File: src/hw/rtl/slkt_pkg.sv
`default_nettype none
package slkt_pkg;

  localparam int CAPACITY  = 16;
  localparam int KEY_BITS  = 32;
  localparam int DATA_BITS = 32;
  localparam int IDX_W     = $clog2(CAPACITY);
  localparam int CNT_W     = $clog2(CAPACITY + 1);

  typedef enum logic [1:0] {
    MODE_INSERT = 2'd0,
    MODE_REMOVE = 2'd1,
    MODE_FIND   = 2'd2,
    MODE_NOP    = 2'd3
  } mode_t;

  typedef enum logic [1:0] {
    ST_OK       = 2'd0,
    ST_FULL     = 2'd1,
    ST_BADPOS   = 2'd2,
    ST_NOTFOUND = 2'd3
  } status_t;

  typedef struct packed {
    logic [1:0]  mode;
    logic [31:0] key;
    logic [31:0] payload;
    logic [3:0]  position;
  } in_beat_t;

  typedef struct packed {
    logic [1:0] status;
    logic [4:0] found_position;
    logic [4:0] entry_count;
  } out_beat_t;

  typedef struct packed {
    logic [KEY_BITS-1:0]  key;
    logic [DATA_BITS-1:0] payload;
  } entry_t;

  typedef struct packed {
    logic                 ins_en;
    logic                 rem_en;
    logic [KEY_BITS-1:0]  key;
    logic [DATA_BITS-1:0] payload;
  } cell_cmd_t;

endpackage
`default_nettype wire

File: src/hw/rtl/slkt_cell.sv
`default_nettype none
module slkt_cell
  import slkt_pkg::*;
(
  input  wire logic      clk,
  input  wire cell_cmd_t cmd,
  input  wire logic      occupied,
  input  wire logic      at_or_after_pos,
  input  wire logic      prev_le,
  input  wire entry_t    prev_entry,
  input  wire entry_t    next_entry,
  output entry_t         entry,
  output logic           lt,
  output logic           le
);

  entry_t entry_r;
  entry_t entry_nxt;

  assign entry = entry_r;
  assign lt    = occupied && (entry_r.key < cmd.key);
  assign le    = occupied && (entry_r.key <= cmd.key);

  always_comb begin
    entry_nxt = entry_r;
    if (cmd.ins_en && !le) begin
      if (prev_le) begin
        entry_nxt.key     = cmd.key;
        entry_nxt.payload = cmd.payload;
      end else begin
        entry_nxt = prev_entry;
      end
    end else if (cmd.rem_en && at_or_after_pos) begin
      entry_nxt = next_entry;
    end
  end

  always_ff @(posedge clk) begin
    entry_r <= entry_nxt;
  end

endmodule
`default_nettype wire

File: src/hw/rtl/sorted_leaf_key_table.sv
`default_nettype none
// channel | ports                        | beat accepted when
// in      | start, busy, in_item         | start && !busy at a rising edge
// out     | out_valid, out_item          | out_valid high for one cycle
//
// Each command is handled in a capture cycle that registers the beat, then
// a compare cycle in which every cell compares its key and shifts in
// parallel. The result strobes in the cycle after the compare cycle, and
// busy is high only during the compare cycle, so no new command is taken
// while it lasts. Reset (rst_n low, sync) empties the table; stored entries
// need no clearing. Results cannot be stalled.
module sorted_leaf_key_table
  import slkt_pkg::*;
(
  input  wire logic     clk,
  input  wire logic     rst_n,
  input  wire logic     start,
  output logic          busy,
  input  wire in_beat_t in_item,
  output logic          out_valid,
  output out_beat_t     out_item
);

  logic              req_r;
  in_beat_t          cmd_r;
  logic [CNT_W-1:0]  fill_r;
  logic [CNT_W-1:0]  fill_nxt;
  logic              out_valid_r;
  out_beat_t         out_r;
  out_beat_t         out_nxt;

  cell_cmd_t         cell_cmd;
  entry_t            entries [CAPACITY];
  logic [CAPACITY-1:0] lt_vec;
  logic [CAPACITY-1:0] le_vec;
  logic              is_full;
  logic              pos_ok;
  logic [CNT_W-1:0]  lower_bound;
  logic              key_hit;

  assign busy      = req_r;
  assign out_valid = out_valid_r;
  assign out_item  = out_r;

  assign is_full     = (fill_r >= CNT_W'(CAPACITY));
  assign pos_ok      = ({1'b0, cmd_r.position} < fill_r);
  assign lower_bound = CNT_W'($countones(lt_vec));
  assign key_hit     = |(le_vec & ~lt_vec);

  always_comb begin
    cell_cmd.ins_en  = req_r && (mode_t'(cmd_r.mode) == MODE_INSERT) && !is_full;
    cell_cmd.rem_en  = req_r && (mode_t'(cmd_r.mode) == MODE_REMOVE) && pos_ok;
    cell_cmd.key     = cmd_r.key[KEY_BITS-1:0];
    cell_cmd.payload = cmd_r.payload[DATA_BITS-1:0];
  end

  genvar gi;
  generate
    for (gi = 0; gi < CAPACITY; gi++) begin : g_cell
      entry_t prev_e;
      entry_t next_e;
      logic   prev_le_w;
      if (gi == 0) begin : g_first
        assign prev_e    = '0;
        assign prev_le_w = 1'b1;
      end else begin : g_mid
        assign prev_e    = entries[gi-1];
        assign prev_le_w = le_vec[gi-1];
      end
      if (gi == CAPACITY - 1) begin : g_last
        assign next_e = '0;
      end else begin : g_nlast
        assign next_e = entries[gi+1];
      end
      slkt_cell u_cell (
        .clk             (clk),
        .cmd             (cell_cmd),
        .occupied        (CNT_W'(gi) < fill_r),
        .at_or_after_pos (CNT_W'(gi) >= {1'b0, cmd_r.position}),
        .prev_le         (prev_le_w),
        .prev_entry      (prev_e),
        .next_entry      (next_e),
        .entry           (entries[gi]),
        .lt              (lt_vec[gi]),
        .le              (le_vec[gi])
      );
    end
  endgenerate

  always_comb begin
    fill_nxt = fill_r;
    out_nxt  = '0;
    case (mode_t'(cmd_r.mode))
      MODE_INSERT: begin
        out_nxt.found_position = lower_bound;
        if (is_full) begin
          out_nxt.status = ST_FULL;
        end else begin
          fill_nxt = fill_r + CNT_W'(1);
        end
      end
      MODE_REMOVE: begin
        if (pos_ok) begin
          fill_nxt = fill_r - CNT_W'(1);
        end else begin
          out_nxt.status = ST_BADPOS;
        end
      end
      MODE_FIND: begin
        out_nxt.found_position = lower_bound;
        if (!key_hit) begin
          out_nxt.status = ST_NOTFOUND;
        end
      end
      default: begin
        out_nxt.status = ST_OK;
      end
    endcase
    out_nxt.entry_count = fill_nxt;
  end

  always_ff @(posedge clk) begin
    if (!rst_n) begin
      req_r       <= 1'b0;
      fill_r      <= '0;
      out_valid_r <= 1'b0;
    end else begin
      req_r       <= start && !req_r;
      out_valid_r <= req_r;
      if (req_r) begin
        fill_r <= fill_nxt;
      end
    end
  end

  always_ff @(posedge clk) begin
    if (start && !req_r) begin
      cmd_r <= in_item;
    end
    if (req_r) begin
      out_r <= out_nxt;
    end
  end

`ifndef SYNTHESIS
  a_no_overfill: assert property (@(posedge clk) disable iff (!rst_n)
    fill_r <= CNT_W'(CAPACITY))
    else $error("entry count above capacity");

  a_strobe_after_busy: assert property (@(posedge clk) disable iff (!rst_n)
    out_valid |-> !busy)
    else $error("result strobe while busy");

  a_count_tracks: assert property (@(posedge clk) disable iff (!rst_n)
    out_valid |-> (out_item.entry_count == fill_r))
    else $error("reported entry count differs from table");

  a_full_flag: assert property (@(posedge clk) disable iff (!rst_n)
    (out_valid && out_item.status == ST_FULL) |-> (fill_r == CNT_W'(CAPACITY)))
    else $error("full status with free slots");
`endif

endmodule
`default_nettype wire
File: config.mk
export PLATFORM = sky130hd
export DESIGN_NAME = sorted_leaf_key_table
export DESIGN_NICKNAME = d
export VERILOG_FILES = /design/src/hw/rtl/slkt_pkg.sv /design/src/hw/rtl/slkt_cell.sv /design/src/hw/rtl/sorted_leaf_key_table.sv
export SDC_FILE = /design/constraint.sdc
export NUM_CORES = 2
export LEC_CHECK = 0
export BUFFER_PORTS_ARGS = -buffer_cell sky130_fd_sc_hd__buf_2
export CORE_MARGIN = 3
export CORE_UTILIZATION = 35
export DETAILED_ROUTE_END_ITERATION = 10
export PLACE_DENSITY = 0.51
export SLEW_MARGIN = 20
export SYNTH_ARGS = -nofsm -noshare
export SYNTH_HDL_FRONTEND = slang
export SYNTH_SLANG_ARGS = --single-unit
File: constraint.sdc
create_clock -name clk -period 5.9 [get_ports clk]
set_input_delay 0.59 -clock clk [delete_from_list [all_inputs] [get_ports clk]]
set_output_delay 0.59 -clock clk [all_outputs]
set_load 0.005 [all_outputs]
==> metrics.md <==
| Metric | Value |
|---|---|
| Status | `complete, no violations` |
| # diodes | `0` |
| Nets | `4503` |
| Leak pwr | `18.4 nW` |
| Post-synth top cells | `edfxtp_1 (562), ha_1 (523), nand2_1 (511)` |
| Initial core utilization | `0.355` |
| Die area | `0.119 sq mm` |
| Synth Flop Type | `edfxtp_1` |
| Synth area leaders | `edfxtp_1 (42%), ha_1 (16%), mux2i_1 (10%)` |
| Final RePlAce weighted congestion | `0.871` |
| Row cnt | `123` |
| Reg-to-reg slack, setup | `0.19 ns` |
| Slew HR | `0.267` |
| Critical path class | `flop to flop` |
| Critical-path top delay cell | `nor4_1` |
| Htree depth | `3` |
| Hpwl dp | `94200 um` |
| Layout area overhead | `14.0%` |
| Clk buf depth | `3` |
| Peak VDD IR | `0.188 mV` |
| 1st-pass router iterations | `7` |
| Reg-to-reg startpoint | `cell_cmd[60]` |
| Clock Tree Root | `clkbuf_16` |
| Fin crit share | `0.968` |
| Global-route wire length before repair | `187000 um` |
| MaxCap Viol Count | `0` |
| Mapped Area | `0.0403 sq mm` |
| Final setup vio count | `0` |
| I/O Buffers | `54` |
| Syn_nets | `4416` |
| Mapped Avg Cell Area | `10.6 sq um` |
| Critical-path cell list | `clkinvlp_4, buf_4, ha_1, nand4_1, nor4_1, buf_4, inv_1, a31oi_1, or3_1, fa_1, inv_1, fa_1, inv_1, fa_1, inv_1, fa_1, ha_2, fa_2, nor2b_1` |
| Synth Register Bits | `569` |
| Critical Path Fanout Max | `6` |
| Crit path launch type | `flop` |
| Syn. warnings | `0` |
| Worst endpoint required time | `6.27 ns` |
| Worst path arrival time | `6.08 ns` |
| Setup Skew | `0.0238 ns` |
| Gr ovfl total | `0` |
| Via count | `30100` |
| Final Critical Period | `5.71 ns` |
| GR Layer Usage met2 | `0.320` |
| Total Neg Setup Slack | `0 ns` |
| Drt drc | `0` |
| Ratio of total power to cell area | `230 mW/mm^2` |
| Slew Limit Fails | `0` |
| Clk slew on worst S/H paths | `0.06 ns` |
| Met3 Use GR | `0.0243` |
| CP delay by family, top | `adder cells` |
| # fillers | `11200` |
| Top cell type's share of synthesized area | `0.419` |
| Part of the Yosys area used for sequential elements | `0.423` |
| Synth cell types | `70` |
| Die Ht | `345 um` |
| FF-to-FF path depth | `19` |
| Yosys top cell by area | `edfxtp_1` |
| CTS hold repair buffers | `0` |
| Number of global-route vias before repair | `30300` |
| Vias per cell | `5.52` |
| Crit Reg-Reg Endpoint | `out_item[6]` |
| Max incr delay on CP | `0.63 ns` |
| Die Wd | `345 um` |
| Clock Sink Count | `569` |
| IO Pins | `87` |
| Worst Setup SP | `cell_cmd[60]` |
| Initial antenna violation count | `4` |
| Post-DRT Antenna Nets | `0` |
| Gr usage total | `0.199` |
| Largest net degree at the start of global routing | `66` |
| Share of cells above drive strength 1 | `0.147` |
| Post-synth EDFFs | `562` |
| Final hold vios | `0` |
| Worst Setup EP | `out_item[6]` |
| Most used routing layer | `met2` |
| Overall routed net length | `122000 um` |
| Wire length per cell | `22.4 um` |
| Async SR Flop Fraction | `0` |
| Hold crit path type | `input pin to flop` |
| Synth Instances | `3810` |
| CTS tree | `yes` |
| DR iter-0 viols | `1915` |
| Most frequent cell after synthesis | `edfxtp_1` |
| Met1 Use GR | `0.283` |
| Crit path depth | `19` |
| Slew @ Worst Pin | `1.10 ns` |
| Worst Path Buf+Inv | `7` |
| Total CTS buffers | `72` |
| Power Total | `10.6 mW` |
| F_max | `175 MHz` |
| Hold path depth | `1` |
| Worst-skew pair later-pin latency | `0.65 ns` |
| Crit. End Element | `flop` |
| Core area | `0.113 sq mm` |
[repair_timing]
action                                  in CTS  in global routing
resized for setup                            1                 35
endpoints found under the setup margin       2                  4
pin swaps                                    0                 10
setup buffers                                0                  8
[worst min path at each step]
| stage | startpoint | endpoint |
|---|---|---|
| after floorplan | g_cell[11].u_cell.entry[32] | g_cell[10].u_cell.entry[32] |
| after global placement | g_cell[11].u_cell.entry[32] | g_cell[10].u_cell.entry[32] |
| after detailed placement | g_cell[11].u_cell.entry[32] | g_cell[10].u_cell.entry[32] |
| after CTS | in_item[62] | cell_cmd[58] |
| after global routing | in_item[63] | cell_cmd[59] |
| final | in_item[62] | cell_cmd[58] |
[layout make-up]
type | instances | area (sq um) | area share
sequential | 569 | 17000 | 0.371
multi-input combinational | 2939 | 22500 | 0.491
inverter | 75 | 289 | 0.00630
clock inverter | 37 | 315 | 0.00687
timing repair buffer | 240 | 1950 | 0.0425
clock buffer | 93 | 1920 | 0.0419
tap | 1500 | 1880 | 0.0409
[per-stage QoR]
stage / setup WS, ns / cells / hold WS (ns) / area, sq um / utilization
detailed placement: 0.000114 / 5312 / 0.549 / 43400 / 0.383
floorplan: 0.00138 / 3810 / 0.522 / 40300 / -
CTS: 0.000274 / 5442 / 0.0567 / 45600 / 0.403
global route: -0.0221 / 5453 / 0.0794 / 45900 / 0.405
global placement: -0.0322 / 5308 / 0.541 / 43300 / 0.382
finish: 0.187 / 5453 / 0.112 / 45900 / 0.405
[metal layers]
layer	wire, um	vias up	part of all wire
met1	59000	14800	0.48
met2	56000	483	0.46
li1	-	14600	-
met5	0	-	0
met3	4060	148	0.033
met4	3270	0	0.027
[state kept, by name, summed over array words and instances (netlist names)]
signal	cells
out_item	12
cell_cmd	32
fill_r	5
g_cell.u_cell.entry	512
cmd_r	6
busy	1
out_valid	1
[cell families (layout without fill, tap and decap cells)]
kind of cell / Yosys count / count (layout) / synth area share
AOI/OAI and AO/OA: 893 / 893 / 0.126
xor gates and xnor gates: 8 / 8 / 0.00174
adders and majority gates: 533 / 533 / 0.167
buffers and inverters: 302 / 445 / 0.0293
DFF: 569 / 569 / 0.423
muxes: 570 / 570 / 0.147
and+or+nand+nor: 935 / 935 / 0.106
[where the power goes]
group          switching (mW)  leakage (nW)  internal [mW]  total (mW)
combinational           0.931          12.1          0.614        1.55
sequential             0.0880          5.19           4.56        4.64
clock                    1.88          1.10           2.48        4.36
total                    2.90          18.4           7.65        10.6
[cells in the final DEF (no fill, tap or decap), types with 101 or more instances in the layout]
master    instances
a21oi_1         287
mux2i_1         413
edfxtp_1        562
mux2_2          157
nand4_1         108
nand2_1         509
buf_4           166
nor2_1          101
ha_1            522
o21ai_0         387
No activity file was read; power rests on OpenSTA's default activity.
